[src/rtl/mbh_pkg.sv]
// shared types and constants of the murmur2 bucket hash block
package mbh_pkg;

    localparam int unsigned WORD_W     = 32;
    localparam int unsigned NBYTES_W   = 3;
    localparam int unsigned CFG_IDX_W  = 8;
    localparam int unsigned DIV_STEPS  = WORD_W;
    localparam int unsigned DIV_CNT_W  = $clog2(DIV_STEPS);

    localparam logic [WORD_W-1:0] MIX_MUL = 32'h5bd1e995;
    localparam int unsigned WORD_SHIFT    = 24;
    localparam int unsigned FIN_SHIFT_A   = 13;
    localparam int unsigned FIN_SHIFT_B   = 15;

    // configuration register indexes
    localparam logic [CFG_IDX_W-1:0] REG_HASH_SEED  = 8'd0;
    localparam logic [CFG_IDX_W-1:0] REG_TABLE_SIZE = 8'd1;

    // datapath multiply operations
    typedef logic [2:0] t_op;
    localparam t_op OP_NONE  = 3'd0;
    localparam t_op OP_KMUL1 = 3'd1;
    localparam t_op OP_KMUL2 = 3'd2;
    localparam t_op OP_HMUL  = 3'd3;
    localparam t_op OP_TAIL  = 3'd4;
    localparam t_op OP_FIN   = 3'd5;

    typedef struct packed {
        logic accept;
        t_op  op;
        logic div_step;
        logic out_load;
    } t_dp_cmd;

    typedef struct packed {
        logic full;
        logic tail;
        logic last;
    } t_dp_sts;

endpackage

[src/rtl/mbh_ctrl.sv]
// controller: sequences the multiply steps, final mix and modulo of each item
module mbh_ctrl
    import mbh_pkg::*;
(
    input  logic    i_clk,
    input  logic    i_rst_n,
    input  logic    i_in_valid,
    output logic    o_in_ready,
    output logic    o_out_valid,
    input  logic    i_out_ready,
    output t_dp_cmd o_cmd,
    input  t_dp_sts i_sts
);

    localparam logic [3:0] S_IDLE     = 4'd0;
    localparam logic [3:0] S_DISPATCH = 4'd1;
    localparam logic [3:0] S_KMUL1    = 4'd2;
    localparam logic [3:0] S_KMUL2    = 4'd3;
    localparam logic [3:0] S_HMUL     = 4'd4;
    localparam logic [3:0] S_TAIL     = 4'd5;
    localparam logic [3:0] S_FIN      = 4'd6;
    localparam logic [3:0] S_DIV      = 4'd7;
    localparam logic [3:0] S_PUT      = 4'd8;

    logic [3:0]           r_state;
    logic [3:0]           n_state;
    logic [DIV_CNT_W-1:0] r_cnt;
    logic [DIV_CNT_W-1:0] n_cnt;
    logic                 r_out_valid;
    logic                 n_out_valid;
    logic                 w_in_acc;

    assign o_in_ready  = (r_state == S_IDLE);
    assign w_in_acc    = i_in_valid && o_in_ready;
    assign o_out_valid = r_out_valid;

    always_comb begin
        n_state = r_state;
        n_cnt   = r_cnt;
        o_cmd   = '{accept: 1'b0, op: OP_NONE, div_step: 1'b0, out_load: 1'b0};
        unique case (r_state)
            S_IDLE: begin
                o_cmd.accept = w_in_acc;
                if (w_in_acc) begin
                    n_state = S_DISPATCH;
                end
            end
            S_DISPATCH: begin
                priority if (i_sts.full) begin
                    n_state = S_KMUL1;
                end else if (i_sts.tail) begin
                    n_state = S_TAIL;
                end else if (i_sts.last) begin
                    n_state = S_FIN;
                end else begin
                    n_state = S_IDLE;
                end
            end
            S_KMUL1: begin
                o_cmd.op = OP_KMUL1;
                n_state  = S_KMUL2;
            end
            S_KMUL2: begin
                o_cmd.op = OP_KMUL2;
                n_state  = S_HMUL;
            end
            S_HMUL: begin
                o_cmd.op = OP_HMUL;
                n_state  = i_sts.last ? S_FIN : S_IDLE;
            end
            S_TAIL: begin
                o_cmd.op = OP_TAIL;
                n_state  = i_sts.last ? S_FIN : S_IDLE;
            end
            S_FIN: begin
                o_cmd.op = OP_FIN;
                n_state  = S_DIV;
            end
            S_DIV: begin
                o_cmd.div_step = 1'b1;
                if (r_cnt == DIV_CNT_W'(DIV_STEPS - 1)) begin
                    n_cnt   = '0;
                    n_state = S_PUT;
                end else begin
                    n_cnt = r_cnt + DIV_CNT_W'(1);
                end
            end
            S_PUT: begin
                // wait while the previous result is still held
                if (!r_out_valid || i_out_ready) begin
                    o_cmd.out_load = 1'b1;
                    n_state        = S_IDLE;
                end
            end
            default: begin
                n_state = S_IDLE;
            end
        endcase
    end

    always_comb begin
        n_out_valid = r_out_valid;
        if (o_cmd.out_load) begin
            n_out_valid = 1'b1;
        end else if (i_out_ready) begin
            n_out_valid = 1'b0;
        end
    end

    always_ff @(posedge i_clk) begin
        if (!i_rst_n) begin
            r_state     <= S_IDLE;
            r_cnt       <= '0;
            r_out_valid <= 1'b0;
        end else begin
            r_state     <= n_state;
            r_cnt       <= n_cnt;
            r_out_valid <= n_out_valid;
        end
    end

    a_accept_dispatch: assert property (@(posedge i_clk) disable iff (!i_rst_n)
        w_in_acc |=> r_state == S_DISPATCH)
        else $error("accepted item not dispatched");

    a_no_overwrite: assert property (@(posedge i_clk) disable iff (!i_rst_n)
        o_cmd.out_load |-> (!r_out_valid || i_out_ready))
        else $error("pending result overwritten");

    a_cnt_idle: assert property (@(posedge i_clk) disable iff (!i_rst_n)
        r_state != S_DIV |-> r_cnt == '0)
        else $error("modulo step count active outside division");

    a_result_valid: assert property (@(posedge i_clk) disable iff (!i_rst_n)
        o_cmd.out_load |=> r_out_valid && r_state == S_IDLE)
        else $error("loaded result not presented");

endmodule

[config.mk]
export PLATFORM = sky130hd
export DESIGN_NAME = mbh_ctrl
export DESIGN_NICKNAME = d
export VERILOG_FILES = /design/src/rtl/mbh_pkg.sv /design/src/rtl/mbh_ctrl.sv
export SDC_FILE = /design/constraint.sdc
export NUM_CORES = 1
export LEC_CHECK = 0
export ABC_CLOCK_PERIOD_IN_PS = 1900
export BUFFER_PORTS_ARGS = -buffer_cell sky130_fd_sc_hd__buf_2
export CAP_MARGIN = 20
export CORE_AREA = 2 2 39 41
export CTS_BUF_LIST = sky130_fd_sc_hd__clkbuf_8
export CTS_CLUSTER_DIAMETER = 50
export DETAILED_ROUTE_END_ITERATION = 8
export DIE_AREA = 0 0 41 43
export GPL_TIMING_DRIVEN = 0
export PLACE_DENSITY = 0.75
export SYNTH_ARGS = -nofsm -noshare
export SYNTH_HDL_FRONTEND = slang
export SYNTH_SLANG_ARGS = --single-unit
export TNS_END_PERCENT = 20
[constraint.sdc]
create_clock -name i_clk -period 1.9 [get_ports i_clk]
set_input_delay 0.38 -clock i_clk [delete_from_list [all_inputs] [get_ports i_clk]]
set_output_delay 0.38 -clock i_clk [all_outputs]
set_load 0.02 [all_outputs]
Yosys cells after proc, flatten, opt, wreduce, memory -nomap -nowiden --
Index checks and enable logic that the tools add are counted.
Storage, ports and cells: output and inout port bits 8, memories 0, input port bits 7, bits in writable memories 0, bits in registers 10, memory bits (read-only) 0, logic and storage cells 38, latch bits 0
Operators by class: bitwise logic cells 0, reduce and logical (&&, ||, !) cells 7, $mul 0, shift operators 0, $add $sub $neg 1, multiplexer cells 15, div/mod/pow operators 0, equality and inequality tests 12, order comparisons 0
Operators by type and width (count):
- $pmux W4 S8 | 1
- $mux W4 | 5
- $eq A4 B3 Y1 const B | 4
- $pmux W3 S5 | 1
- $eq A4 B2 Y1 const B | 2
- $mux W1 | 6
- $add A5 B1 Y5 const B | 1
- $eq A5 B5 Y1 const B | 1
- $mux W5 | 1
- $eq A4 B1 Y1 const B | 1
- $eq A4 B4 Y1 const B | 1
- $logic_not A4 Y1 | 1
- $ne A2 B2 Y1 const B | 2
- $mux W3 | 1
- $reduce_and A3 Y1 | 1
- $ne A2 B1 Y1 const B | 1
- $reduce_bool A2 Y1 | 1
- $reduce_or A2 Y1 | 1
- $logic_and A1 B1 Y1 | 1
- $logic_not A1 Y1 | 1
- $logic_or A1 B1 Y1 | 1

Longest topological paths before layout --
depth after elaboration 5, depth in mapped cells 7, gate-level depth less buffers 7

Least setup slack after synthesis --
No wires, ideal clock.
kind register -> output, start reg r_state[0], end out o_cmd[5] (netlist bit), arrival 1.291 ns, stages on the path, launching flop included 4, data required time 1.520 ns, path buffers 0, setup slack 0.229 ns, path through dfxtp_1 > or3_1 > nor2_1 > and2_1
RTL lines:
- from (decl) | RTL line mbh_ctrl.sv:25 | logic [3:0] r_state;
- from (signal assigned) | RTL line mbh_ctrl.sv:116 | r_state <= n_state;
- to (decl) | RTL line mbh_ctrl.sv:11 | output t_dp_cmd o_cmd,

==> impl_metrics.json <==
{
  "use_met1_pct": 22.6,
  "routed_wl_um": 1240,
  "clk_latency_ns": 0.23,
  "dp_slack_ns": 0.0988,
  "postPlaceCellArea_um2": 729,
  "htree_levels": 1,
  "vias_per_cell": 5.43,
  "worst_pin_slew_ns": 0.388,
  "whs_ns": 0.475,
  "clockRootBuffer": "clkbuf_8",
  "cap_viol_max_count": 0,
  "setup_viol": 0,
  "worst_setup_path_start_kind": "flip-flop",
  "ys_ff_latch": 10,
  "crit_family": "buffers and inverters",
  "portBuffers": 13,
  "syn_avg_cell_area_um2": 7.67,
  "die-width_um": 41,
  "clock_sinks": 10,
  "netlist.top_cell.by_area": "dfxtp_1",
  "path_common_cell": "buf_2",
  "fillCellCount": 145,
  "die_y_um": 43,
  "clock.fmax_mhz": 561,
  "rows": 14,
  "grt_overflow": 0,
  "ir_drop_mv": 0.493,
  "worstPathMaxFanout": 10,
  "grt_setup_unrepaired": "false",
  "critical_path_class": "flip-flop to primary output",
  "grt_pass1_wl_um": 2130,
  "nets": 111,
  "cp.required_ns": 1.52,
  "fin_skew_ns": 0.00122,
  "synthCells": 84,
  "syn2layout_area_growth_pct": 21.0,
  "synth_cell_types": 33,
  "synth_fp_nets": 93,
  "finalMaxSlewViolations": 0,
  "crit_chain": "buf_2 -> nor3_2 -> and3_1 -> buf_4 -> buf_2",
  "top_usage_layer": "met2",
  "antenna_cells": 0,
  "setup_ws_ns": 0.117,
  "use_met3_pct": 3.14,
  "async_flop_share_pct": 0,
  "synth-compound-area-share_pct": 21.0,
  "fin_crit_sh_pct": 93.9,
  "worstPathArrival_ns": 1.40,
  "end_kind": "primary output",
  "crit_slowest_cell": "dfxtp_1",
  "final_area_um2": 779,
  "first_pass_iters": 4,
  "die-area_um2": 1760,
  "post-cts-setup-buffers": 0,
  "power.leakage_nw": 0.374,
  "gp_congestion": 0.677,
  "numCtsBuffers": 3,
  "synth_ff_type": "dfxtp_1",
  "outcome": "finished clean",
  "vias": 630,
  "grt_pass1_vias": 543,
  "critPathBufInv": 3,
  "cts.repair.resized": 0,
  "cts_buffer_depth": 2,
  "grtUsageTotal_pct": 17.2,
  "drt_iter0_drc": 3,
  "hold_viol": 0,
  "synth.top_cells.by_count": "11 x nor2_1, 10 x dfxtp_1, 6 x nand2_1",
  "synth_xor_area_share_pct": 1.36,
  "ys_seq_area_share_pct": 31.1,
  "drive_above_1_share_pct": 23.0,
  "finalCriticalPeriod_ns": 1.78,
  "hp-class": "flip-flop to flip-flop",
  "clkTransAtPathRegs_ns": 0.04,
  "initial_utilization_pct": 46.6,
  "synthSimpleGateAreaFrac_pct": 34.8,
  "cts_tree": "done",
  "synthMuxAreaShare_pct": 0,
  "synth_fa_ha_area_share_pct": 3.88,
  "syn_area_um2": 644,
  "yosys.area.top_type_share_pct": 31.1,
  "grt_max_degree": 11,
  "wire_per_inst_um": 10.7,
  "drc": 0,
  "ant_nets": 0,
  "met2_usage_pct": 25.9,
  "yosysMostFrequentCell": "nor2_1",
  "hold_buffers": 0,
  "ioPinCount": 15,
  "coreArea_um2": 1380,
  "synth_edf_count": 0,
  "dp_hpwl_um": 906,
  "synthTopCellsByArea": "dfxtp_1 31%, nor2_1 6.4%, a21boi_0 4.7%",
  "relSlewSlack_pct": 74.1,
  "ys_warn_count": 0,
  "max_stage_delay_ns": 0.44,
  "antenna_found_initial": 0,
  "synth_top_family_by_area": "simple AND/OR/NAND/NOR gates",
  "power-per-cell-area_nw_per_um2": 786,
  "finish.utilization_pct": 56.3,
  "tns_ns": 0
}
through the flow:
step | power [mW] | instances
5_1_grt | 0.655 | 116
3_3_place_gp | 0.398 | 113
2_1_floorplan | 0.360 | 84
3_5_place_dp | 0.400 | 113
6_report | 0.613 | 116
4_1_cts | 0.614 | 116
worst reg2reg max path, cell delays in order (launching register included):
cell      delay (ns)
dfxtp_1         0.34
ha_1            0.24
and3_1          0.19
ha_2            0.22
or4_1           0.52
a21boi_1        0.15
area by class of cell:
cell class | instances | area [um^2] | share of cell area, %
multi-input combinational | 64 | 402 | 51.5
sequential | 10 | 200 | 25.7
timing repair buffer | 13 | 65.1 | 8.35
clock buffer | 3 | 41.3 | 5.30
buffer | 6 | 36.3 | 4.65
tap | 16 | 20.0 | 2.57
inverter | 4 | 15.0 | 1.93
sequential cells by signal, summed over array words and instances (netlist names):
register     flops
r_cnt            5
r_state          4
o_out_valid      1
layout by cell type, fill, tap and decap left out, types with 2 or more instances in the layout:
master	n
nor2b_1	2
clkbuf_8	3
dfxtp_1	10
inv_1	4
a21oi_1	5
o21ai_0	4
and3_1	3
nand2_1	6
buf_2	15
nand2b_1	3
nand3b_1	2
o21a_1	3
a21boi_0	4
nand3_1	2
nor2_1	11
nor3_1	3
per-layer routing:
layer | vias up | part of all wire, %
met1 | 287 | 48
li1 | 325 | -
met2 | 14 | 46
met3 | 4 | 4.7
met5 | - | 0
met4 | 0 | 2.1
final timing paths:
path	from	end	slack, ns	cells after the start
hold reg to reg	r_cnt[4]	r_cnt[4]	0.48	2
setup / recovery	r_state[1]	o_cmd[0]	0.12	5
setup reg to reg	r_cnt[0]	r_cnt[3]	0.17	5
hold / removal	r_cnt[4]	r_cnt[4]	0.48	2
power by group:
part	switching, mW	internal, mW
Clock	0.0743	0.138
Combinational	0.0966	0.0724
Sequential	0.0116	0.220
Total	0.183	0.431
logic make-up after synthesis:
family | after synthesis
xor+xnor | 1
fa+ha+maj | 2
flops | 10
simple gates | 40
buf+inv | 10
compound gates | 21
Note: power is estimated with default switching activity, not from simulation.
