<file path="src/rtl/mbh_pkg.sv">
// shared types and constants of the murmur2 bucket hash block
package mbh_pkg;

    localparam int unsigned WORD_W     = 32;
    localparam int unsigned NBYTES_W   = 3;
    localparam int unsigned CFG_IDX_W  = 8;
    localparam int unsigned DIV_STEPS  = WORD_W;
    localparam int unsigned DIV_CNT_W  = $clog2(DIV_STEPS);

    localparam logic [WORD_W-1:0] MIX_MUL = 32'h5bd1e995;
    localparam int unsigned WORD_SHIFT    = 24;
    localparam int unsigned FIN_SHIFT_A   = 13;
    localparam int unsigned FIN_SHIFT_B   = 15;

    // configuration register indexes
    localparam logic [CFG_IDX_W-1:0] REG_HASH_SEED  = 8'd0;
    localparam logic [CFG_IDX_W-1:0] REG_TABLE_SIZE = 8'd1;

    // datapath multiply operations
    typedef logic [2:0] t_op;
    localparam t_op OP_NONE  = 3'd0;
    localparam t_op OP_KMUL1 = 3'd1;
    localparam t_op OP_KMUL2 = 3'd2;
    localparam t_op OP_HMUL  = 3'd3;
    localparam t_op OP_TAIL  = 3'd4;
    localparam t_op OP_FIN   = 3'd5;

    typedef struct packed {
        logic accept;
        t_op  op;
        logic div_step;
        logic out_load;
    } t_dp_cmd;

    typedef struct packed {
        logic full;
        logic tail;
        logic last;
    } t_dp_sts;

endpackage

</file>
<file path="src/rtl/mbh_dp.sv">
// datapath: config registers, running hash, shared multiplier, serial modulo
module mbh_dp
    import mbh_pkg::*;
(
    input  logic                 i_clk,
    input  logic                 i_rst_n,
    input  t_dp_cmd              i_cmd,
    output t_dp_sts              o_sts,
    input  logic [WORD_W-1:0]    i_key_word,
    input  logic [NBYTES_W-1:0]  i_bytes_valid,
    input  logic                 i_first_word,
    input  logic                 i_last_word,
    input  logic [WORD_W-1:0]    i_total_length,
    input  logic                 i_cfg_valid,
    output logic                 o_cfg_ready,
    input  logic [CFG_IDX_W-1:0] i_cfg_index,
    input  logic [WORD_W-1:0]    i_cfg_data,
    output logic [WORD_W-1:0]    o_bucket_index
);

    logic [WORD_W-1:0]   r_seed;
    logic [WORD_W-1:0]   r_tsize;
    logic [WORD_W-1:0]   r_hash;
    logic [WORD_W-1:0]   r_word;
    logic [NBYTES_W-1:0] r_nbytes;
    logic                r_last;
    logic [WORD_W-1:0]   r_fin;
    logic [WORD_W-1:0]   r_quo;
    logic [WORD_W-1:0]   r_rem;
    logic [WORD_W-1:0]   r_bucket;

    logic [WORD_W-1:0]   w_mask;
    logic [WORD_W-1:0]   w_mul_a;
    logic [WORD_W-1:0]   w_prod;
    logic [WORD_W:0]     w_trial;
    logic                w_ge;
    logic [WORD_W-1:0]   n_rem;

    assign o_cfg_ready = 1'b1;

    always_ff @(posedge i_clk) begin
        if (!i_rst_n) begin
            r_seed  <= '0;
            r_tsize <= WORD_W'(1);
        end else if (i_cfg_valid) begin
            if (i_cfg_index == REG_HASH_SEED) begin
                r_seed <= i_cfg_data;
            end
            if (i_cfg_index == REG_TABLE_SIZE) begin
                r_tsize <= i_cfg_data;
            end
        end
    end

    assign o_sts.full = (r_nbytes >= NBYTES_W'(4));
    assign o_sts.tail = (r_nbytes != '0) && (r_nbytes < NBYTES_W'(4));
    assign o_sts.last = r_last;

    always_comb begin
        unique case (r_nbytes)
            NBYTES_W'(1): w_mask = 32'h0000_00ff;
            NBYTES_W'(2): w_mask = 32'h0000_ffff;
            default:      w_mask = 32'h00ff_ffff;
        endcase
    end

    // one 32x32 multiplier by the mix constant, shared by all multiply steps
    always_comb begin
        unique case (i_cmd.op)
            OP_KMUL1: w_mul_a = r_word;
            OP_KMUL2: w_mul_a = r_word ^ (r_word >> WORD_SHIFT);
            OP_HMUL:  w_mul_a = r_hash;
            OP_TAIL:  w_mul_a = r_hash ^ (r_word & w_mask);
            OP_FIN:   w_mul_a = r_hash ^ (r_hash >> FIN_SHIFT_A);
            default:  w_mul_a = '0;
        endcase
    end

    // only the low word of the product is kept
    assign w_prod = w_mul_a * MIX_MUL;

    // restoring division step, remainder stays below a nonzero divisor
    assign w_trial = {r_rem, r_quo[WORD_W-1]};
    assign w_ge    = (w_trial >= {1'b0, r_tsize});
    always_comb begin
        logic [WORD_W:0] diff;
        diff  = w_trial - {1'b0, r_tsize};
        n_rem = w_ge ? diff[WORD_W-1:0] : w_trial[WORD_W-1:0];
    end

    always_ff @(posedge i_clk) begin
        if (!i_rst_n) begin
            r_hash <= '0;
        end else if (i_cmd.accept) begin
            if (i_first_word) begin
                r_hash <= r_seed ^ i_total_length;
            end
        end else if (i_cmd.op == OP_HMUL) begin
            r_hash <= w_prod ^ r_word;
        end else if (i_cmd.op == OP_TAIL) begin
            r_hash <= w_prod;
        end
    end

    always_ff @(posedge i_clk) begin
        if (i_cmd.accept) begin
            r_word   <= i_key_word;
            r_nbytes <= i_bytes_valid;
            r_last   <= i_last_word;
        end else if (i_cmd.op == OP_KMUL1 || i_cmd.op == OP_KMUL2) begin
            r_word <= w_prod;
        end

        if (i_cmd.op == OP_FIN) begin
            r_fin <= w_prod ^ (w_prod >> FIN_SHIFT_B);
            r_quo <= w_prod ^ (w_prod >> FIN_SHIFT_B);
            r_rem <= '0;
        end else if (i_cmd.div_step) begin
            r_quo <= {r_quo[WORD_W-2:0], 1'b0};
            r_rem <= n_rem;
        end

        // zero table size leaves the full hash
        if (i_cmd.out_load) begin
            r_bucket <= (r_tsize == '0) ? r_fin : r_rem;
        end
    end

    assign o_bucket_index = r_bucket;

endmodule

</file>
<file path="config.mk">
export PLATFORM = sky130hd
export DESIGN_NAME = mbh_dp
export DESIGN_NICKNAME = d
export VERILOG_FILES = /design/src/rtl/mbh_pkg.sv /design/src/rtl/mbh_dp.sv
export SDC_FILE = /design/constraint.sdc
export NUM_CORES = 1
export LEC_CHECK = 0
export BUFFER_PORTS_ARGS = -buffer_cell sky130_fd_sc_hd__buf_4
export CAP_MARGIN = 10
export CORE_UTILIZATION = 40
export DETAILED_ROUTE_END_ITERATION = 10
export GPL_TIMING_DRIVEN = 1
export PLACE_DENSITY_LB_ADDON = 0.2
export SLEW_MARGIN = 5
export SYNTH_ARGS = -nofsm -noshare
export SYNTH_HDL_FRONTEND = slang
export SYNTH_SLANG_ARGS = --single-unit
</file>
<file path="constraint.sdc">
create_clock -name i_clk -period 8.9 [get_ports i_clk]
set_input_delay 0 -clock i_clk [delete_from_list [all_inputs] [get_ports i_clk]]
set_output_delay 0 -clock i_clk [all_outputs]
set_load 0.02 [all_outputs]
</file>
; ---- After elaboration in Yosys (flattened, before gate mapping)
; Index checks and enable logic that the tools add are counted.
[totals]
ff_bits = 260
input_bits = 118
output_inout_bits = 36
elab_cells = 54
[op_classes]
add_sub_neg = 1
n_mul = 1
order_cmp = 3
n_eq_ne = 9
mux = 12
bitwise = 7
reduce_logical = 11
[ops]
columns = op, n
row1 = 32-bit 2-to-1 mux, 10
row2 = 32-bit case mux with 5 select lines, 1
row3 = 32-bit XOR, 3
row4 = 24-bit case mux with 2 select lines, 1
row5 = 33-bit by 32-bit greater-or-equal comparator with 1-bit output, 1
row6 = 32-bit bitwise AND, 1
row7 = 32-bit logical NOT, 1
row8 = 32-bit by 31-bit multiplier with 32-bit output (second input constant), 1
row9 = 32-bit subtractor, 1
row10 = 32-bit by 17-bit XOR with 32-bit output, 1
row11 = 32-bit by 19-bit XOR with 32-bit output, 1
row12 = 32-bit by 8-bit XOR with 32-bit output, 1
row13 = 3-bit by 2-bit equality test with 1-bit output (second input constant), 3
row14 = 8-bit by 1-bit equality test with 1-bit output (second input constant), 1
row15 = 8-bit logical NOT, 1
row16 = 3-bit by 1-bit equality test with 1-bit output (second input constant), 2
row17 = 3-bit equality test (second input constant), 2
row18 = 2-bit AND reduction, 3
row19 = 3-bit nonzero test, 2
row20 = 2-bit nonzero test, 2
row21 = 3-bit greater-or-equal comparator (second input constant), 1
row22 = 3-bit less-than comparator (second input constant), 1
row23 = 2-bit by 1-bit inequality test with 1-bit output (second input constant), 1
row24 = 1-bit logical AND, 1
row25 = 1-bit logical OR, 1

; ---- Longest topological paths before layout
; Gate-level depths: netlist of the first run.
[depth]
word_depth = 9
ltp_mapped = 34
depth_no_buf = 32

; ---- Worst setup path before layout of the first run
; No wires, ideal clock.
[synth_timing]
path_kind = input -> register
startpoint = input port i_cmd[4] in the netlist's numbering
endpoint = register r_quo[15] (data pin)
setup_time_ns = 0.260
t_arrival_ns = 8.114
required_time_ns = 8.640
slack_ns = 0.526
cell_stages = 31
path_buffers = 2
cell_sequence = buf_2 -> nor2b_4 -> nand2_2 -> inv_2 -> clkbuf_1 -> a22oi_1 -> o211ai_1 -> fa_1 -> ha_1 -> inv_1 -> fa_1 -> inv_1 -> fa_1 -> inv_1 -> fa_1 -> inv_1 -> fa_1 -> fa_1 -> inv_1 -> fa_1 -> inv_1 -> ha_1 -> a21o_1 -> a21o_1 -> a21o_1 -> or3_1 -> or3_1 -> a2111o_1 -> o211a_2 -> xnor2_1 -> mux2_2
[synth_via]
elab_chain_len = 5
word_cells_on_any_way = 9
cone_classes = 1 x mul / 5 x eq/ne / 2 x mux / 1 x bitwise
[synth_rtl]
columns = element, line_no
row1 = start: declaration, mbh_dp.sv:7  ; input t_dp_cmd i_cmd,
row2 = 3-bit equality test (tied with other cells), "mbh_dp.sv:69, mbh_dp.sv:114"
row3 = 32-bit case mux with 5 select lines, mbh_dp.sv:69  ; unique case (i_cmd.op)
row4 = 32-bit by 31-bit multiplier with 32-bit output, mbh_dp.sv:80  ; assign w_prod = w_mul_a * MIX_MUL;
row5 = 32-bit by 17-bit XOR with 32-bit output, mbh_dp.sv:116  ; r_quo <= w_prod ^ (w_prod >> FIN_SHIFT_B);
row6 = 32-bit 2-to-1 mux *, mbh_dp.sv:114  ; if (i_cmd.op == OP_FIN) begin
row7 = end signal: assignment, mbh_dp.sv:116
row8 = end signal: assignment, mbh_dp.sv:119  ; r_quo <= {r_quo[WORD_W-2:0], 1'b0};
row9 = end: declaration, mbh_dp.sv:28  ; logic [WORD_W-1:0] r_quo;
; Mark *: on every way between the ends. The rest lies on a longest branch, timed or not.
; A chain may end at the register's enable or synchronous reset.

; ---- Worst setup path in the final report of the first run
[layout_timing]
startpoint = register r_nbytes[1]
endpoint = register r_quo[15] (data pin)
[layout_via]
elab_chain_len = 8
word_cells_on_any_way = 9
cone_classes = 1 x mul / 2 x eq/ne / 3 x mux / 3 x bitwise
[layout_rtl]
columns = element, line_no
row1 = start: declaration, mbh_dp.sv:25  ; logic [NBYTES_W-1:0] r_nbytes;
row2 = start signal: assignment, mbh_dp.sv:108  ; r_nbytes <= i_bytes_valid;
row3 = 3-bit by 2-bit equality test with 1-bit output or 3-bit by 1-bit equality test with 1-bit output (tied branches), mbh_dp.sv:60  ; unique case (r_nbytes)
row4 = 24-bit case mux with 2 select lines *, mbh_dp.sv:60
row5 = 32-bit bitwise AND *, mbh_dp.sv:73  ; OP_TAIL: w_mul_a = r_hash ^ (r_word & w_mask);
row6 = 32-bit XOR *, mbh_dp.sv:73
row7 = 32-bit case mux with 5 select lines *, mbh_dp.sv:69
row8 = 32-bit by 31-bit multiplier with 32-bit output *, mbh_dp.sv:80
row9 = 32-bit by 17-bit XOR with 32-bit output *, mbh_dp.sv:116
row10 = 32-bit 2-to-1 mux *, mbh_dp.sv:114
; Marks and branches as above.

==> results.cfg, run 1 <==
[synth]
synth_most_common_cell = inv_1
yosysUniqueCellTypes = 96
synthCells = 2439
synth_warnings = 0
synth_area_leader_cell = edfxtp_1
async_flop_share_pct = 0
ys_seq_area_share_pct = 28.07
yosys_register_bits = 260
synth-edff-count = 132
syn-num-nets = 2987
syn_area_sq_mm = 0.02325
synthTopCellsByCount = inv_1 (406), nand2_1 (328), ha_1 (248)
syn_avg_cell_area_sq_um = 9.533
ys.flop_type = edfxtp_1
synth_area_leaders = edfxtp_1 (17%), fa_1 (16%), ha_1 (13%)
netlist.area_leader.share_pct = 17.05

[drt]
postRouteAntennaNets = 0
drt_wl_total_mm = 76.90
vias = 18530
dr.first_iter.drc_count = 1267
drt-vias-per-instance = 5.289
route.detailed.drc = 0
avgRoutedWirePerCell_um = 21.95
first_pass_iters = 7

[clocking]
htreeDepth = 1
max-clock-path-buffers = 3
cts_tree = done
cts_setup_buffers = 0
clkLatencyLatePin_ns = 0.59
path_clk_slew_ns = 0.06
numCtsBuffers = 29
root_buffer = clkbuf_16
cts.sinks = 260

[placement]
io_buffers = 152
place_hpwl_mm = 60.63
place.gp.congestion = 0.9525

[worst_hold_path]
hold_path_class = in -> reg

[die]
rows = 88
dieArea_sq_mm = 0.05910
core-area_sq_mm = 0.05759
die_y_um = 243.1
initial_core_util_pct = 40.38
io_pins = 154
fp.dieW_um = 243.1

[worst_setup_path]
max_stage_delay_ns = 0.55
slowest_stage = fa_1
cp.arrival_ns = 8.82
worstPathRequired_ns = 9.24
cp-start-kind = flop
end_kind = flop
worstSetupPathType = reg -> reg
worstPathMaxFanout = 5

[sta]
max_freq_mhz = 117.9
finalHoldViolations = 0
finClkSkew_ns = 0.03591
tightest_slew_ns = 1.132
drv_slew = 0
final.setup.tns_ns = 0
post-route-period-util_pct = 95.31
period_minus_slack_ns = 8.483
setup_viol = 0
rsz0062_at_grt = no
slew_headroom_pct = 23.97

[status]
status = complete, no violations

[global_routing]
grt_overflow = 0
grt_max_degree = 90
grt_pass1_wl_mm = 116.3
grt_usage_pct = 26.01
first_global_vias = 19060
antenna_found_initial = 2

[cells_and_area]
areaGrowthSynthToFinish_pct = 18.91
n_antenna_cell = 0
fill_cells = 5449
fin_nets = 3265
drive_gt1_share_pct = 13.51

[flow_run]
drv_cap = 0
area by class of cell:
| type | count | area, sq um | share of cell area (%) |
|---|---|---|---|
| Multi-Input combinational cell | 1683 | 14850 | 53.71 |
| Sequential cell | 260 | 6526 | 23.60 |
| Timing Repair Buffer | 336 | 2843 | 10.28 |
| Inverter | 407 | 1528 | 5.526 |
| Tap cell | 765 | 957.2 | 3.462 |
| Clock buffer | 37 | 780.7 | 2.824 |
| Clock inverter | 16 | 162.7 | 0.5883 |
registers in the layout (all words and copies together), names as in the netlist:
name / cells
r_hash: 32
r_last: 1
r_tsize: 32
r_word: 32
r_rem: 32
r_quo: 32
r_nbytes: 3
o_bucket_index: 32
r_fin: 32
r_seed: 32
cell usage in the layout, fill, tap and decap left out, drive strengths merged, types with 9 or more instances in the layout:
| cell | n |
|---|---|
| nand3 | 10 |
| nor2 | 67 |
| or2 | 11 |
| a22oi | 10 |
| clkbuf | 37 |
| nor4 | 11 |
| clkinv | 9 |
| a221oi | 12 |
| mux2 | 71 |
| a211oi | 16 |
| inv | 412 |
| dlygate4sd3 | 123 |
| o211ai | 29 |
| edfxtp | 132 |
| o22ai | 10 |
| nand2 | 329 |
| a21o | 29 |
| o21ai | 101 |
| mux2i | 24 |
| fa | 182 |
| nand2b | 10 |
| nor2b | 14 |
| a21boi | 75 |
| ha | 248 |
| a21oi | 100 |
| dfxtp | 128 |
| a31oi | 14 |
| a22o | 11 |
| nor3 | 14 |
| buf | 213 |
| xnor2 | 122 |
| xor2 | 45 |
critical path: cells and delay by family, from the launching register on:
family          cells  cell delay [ns]
fa+ha+maj           9             4.01
flops               1             0.43
compound gates      8             1.62
buf+inv             6             0.31
simple gates        5             1.07
xor+xnor            2             0.51
mux                 1             0.27
path summary, 6_finish.rpt:
| kind | start | endpoint | slack, ns | depth (start not counted) |
|---|---|---|---|---|
| worst max-delay path | r_nbytes[1] | r_quo[15] | 0.42 | 31 |
| worst min-delay path | i_rst_n | r_hash[16] | 0.02 | 2 |
| worst max register to register | r_nbytes[1] | r_quo[15] | 0.42 | 31 |
| worst min register to register | r_seed[21] | r_seed[21] | 0.48 | 2 |
logic make-up (layout without fill, tap and decap cells):
logic type	Yosys count	after routing	share of synthesized area, %
buf+inv	496	796	8.142
compound gates	484	484	14.14
xor+xnor	170	170	6.829
other cells	1	1	0.01613
simple gates	503	503	9.320
mux	95	95	4.472
flops	260	260	28.07
fa+ha+maj	430	430	29.02
layer usage:
| layer | GRT usage (%) | wire (um) |
|---|---|---|
| met3 | 2.256 | 4063 |
| met1 | 34.87 | 33640 |
| met4 | 9.341 | 2948 |
| met2 | 43.71 | 36260 |
| met5 | 0 | 0 |
timing repair:
action                                  in CTS  in global routing
endpoints found under the setup margin       0                  6
endpoints found under the hold margin      190                  0
resized for setup                            0                  3
hold buffers                               123                  0
per-stage QoR:
step	setup slack (ns)	cells	area (sq um)	hold WS (ns)	utilization [%]
after floorplan	0.5261	2439	23250	0.09887	-
after global placement	0.4624	3327	25450	0.1788	44.20
after detailed placement	0.3085	3328	25460	0.1827	44.22
after CTS	0.09323	3504	27640	0.002783	47.99
after global routing	0.03784	3504	27650	0.02714	48.01
final	0.4174	3504	27650	0.01584	48.01
Power of run 1 is not shown: default switching activity piles up to over one toggle a cycle in this logic, so the estimate is an artifact.
==> run 2, diff against run 1 <==
--- a/config.mk
+++ b/config.mk
@@ -7,6 +7,7 @@
 export LEC_CHECK = 0
 export BUFFER_PORTS_ARGS = -buffer_cell sky130_fd_sc_hd__buf_4
 export CAP_MARGIN = 10
+export CORE_ASPECT_RATIO = 1.1
 export CORE_UTILIZATION = 40
 export DETAILED_ROUTE_END_ITERATION = 10
 export GPL_TIMING_DRIVEN = 1
==> results.cfg, run 2 (synthesis results as in run 1) <==
[status]
status = complete, no violations

[global_routing]
first_global_vias = 18990
antenna_found_initial = 2
grt_pass1_wl_mm = 115.5
grt_overflow = 0
grt_max_degree = 88
grt_usage_pct = 26.31

[worst_setup_path]
end_kind = flop
max_stage_delay_ns = 0.54
cp-start-kind = flop
worstPathRequired_ns = 9.21
r2r_cells = 30
cp.arrival_ns = 8.83
reg2reg_to = r_quo[15]
crit_family = adder cells
slowest_stage = fa_1
path_common_cell = fa_1
r2r_start = r_nbytes[1]
ff2ff_setup_slack_ns = 0.38
path_buf_inv = 7
worstPathMaxFanout = 11
worstSetupPathType = reg -> reg

[placement]
io_buffers = 152
place_hpwl_mm = 60.78
dp_slack_ns = 0.07949
place.gp.congestion = 0.9353

[cells_and_area]
fin_nets = 3264
mostFrequentLayoutCells = inv_1 (406), nand2_1 (328), ha_1 (247)
fill_cells = 5405
drive_gt1_share_pct = 13.92
n_antenna_cell = 0
multi_input_area_sq_mm = 0.01487
areaGrowthSynthToFinish_pct = 18.71
seq_area_sq_mm = 0.006526
final_common_cell = inv_1

[sta]
period_minus_slack_ns = 8.519
tightest_slew_ns = 1.149
finalHoldViolations = 0
fin_ws_ns = 0.3806
finClkSkew_ns = 0.03056
rsz0062_at_grt = no
drv_slew = 0
max_freq_mhz = 117.4
slew_headroom_pct = 22.88
final.setup.tns_ns = 0
post-route-period-util_pct = 95.72
setup_viol = 0

[drt]
avgRoutedWirePerCell_um = 22.03
drt-vias-per-instance = 5.250
drt_wl_total_mm = 76.88
dr.first_iter.drc_count = 1315
first_pass_iters = 5
vias = 18320
route.detailed.drc = 0
postRouteAntennaNets = 0

[die]
dieArea_sq_mm = 0.05910
die_y_um = 254.9
io_pins = 154
rows = 92
initial_core_util_pct = 40.56
core-area_sq_mm = 0.05733
fp.dieW_um = 231.9

[flow_run]
drv_cap = 0

[clocking]
max-clock-path-buffers = 3
cts_tree = done
numCtsBuffers = 28
path_clk_slew_ns = 0.07
htreeDepth = 1
clkLatencyLatePin_ns = 0.58
root_buffer = clkbuf_16
cts.sinks = 260

[worst_hold_path]
hold_end = r_seed[16]
min_from = i_cfg_index[0]
hold_depth = 5
hold_path_class = in -> reg
## run 2: how the worst max path moves through the flow
stage	startpoint	to	slack, ns	cells past startpoint
final	r_nbytes[1]	r_quo[15]	0.38	30
after global routing	r_nbytes[1]	r_quo[15]	0.02	30
after global placement	r_nbytes[2]	r_quo[15]	0.18	27
after detailed placement	r_nbytes[2]	r_quo[15]	0.08	27
after CTS	r_nbytes[2]	r_quo[15]	0.05	27
after floorplan	i_cmd[4]	r_quo[15]	0.53	31
## run 2: timing repair
item / CTS / global route
buffers inserted: 0 / 6
setup endpoints to repair: 0 / 35
endpoints found under the hold margin: 185 / 0
hold buffers: 118 / 0
resized for setup: 0 / 5
## run 2: tightest hold or removal path, cell delays in order
cell	delay, ns
buf_4	0.10
nor2_2	0.04
buf_4	0.24
nand2_1	0.10
a21boi_0	0.06
## run 2: metrics by stage
stage	instances	cell area [sq um]	hold slack (ns)	util, %
after floorplan	2439	23250	0.09887	-
after global placement	3313	25420	0.1778	44.34
after detailed placement	3313	25430	0.1793	44.35
after CTS	3483	27520	0.003351	48.00
after global routing	3490	27600	0.03593	48.15
final	3490	27600	0.02533	48.15
## run 2: layer usage
layer | vias up | part of all wire, % | track usage (%) | routed length [um]
met2 | 576 | 48 | 45.40 | 37140
met5 | - | 0 | 0 | 0
met4 | 0 | 4.2 | 10.56 | 3241
met3 | 118 | 5.2 | 2.696 | 4008
li1 | 8699 | - | - | -
met1 | 8931 | 42 | 33.69 | 32490
## run 2: final cells by class
class,count,share of cell area [%]
clock buffer,36,2.793
clock inverter,16,0.5077
inverter,407,5.535
multi-input combinational,1683,53.86
sequential,260,23.65
tap,752,3.409
timing repair buffer,336,10.25
Power of run 2 is left out for the same reason.
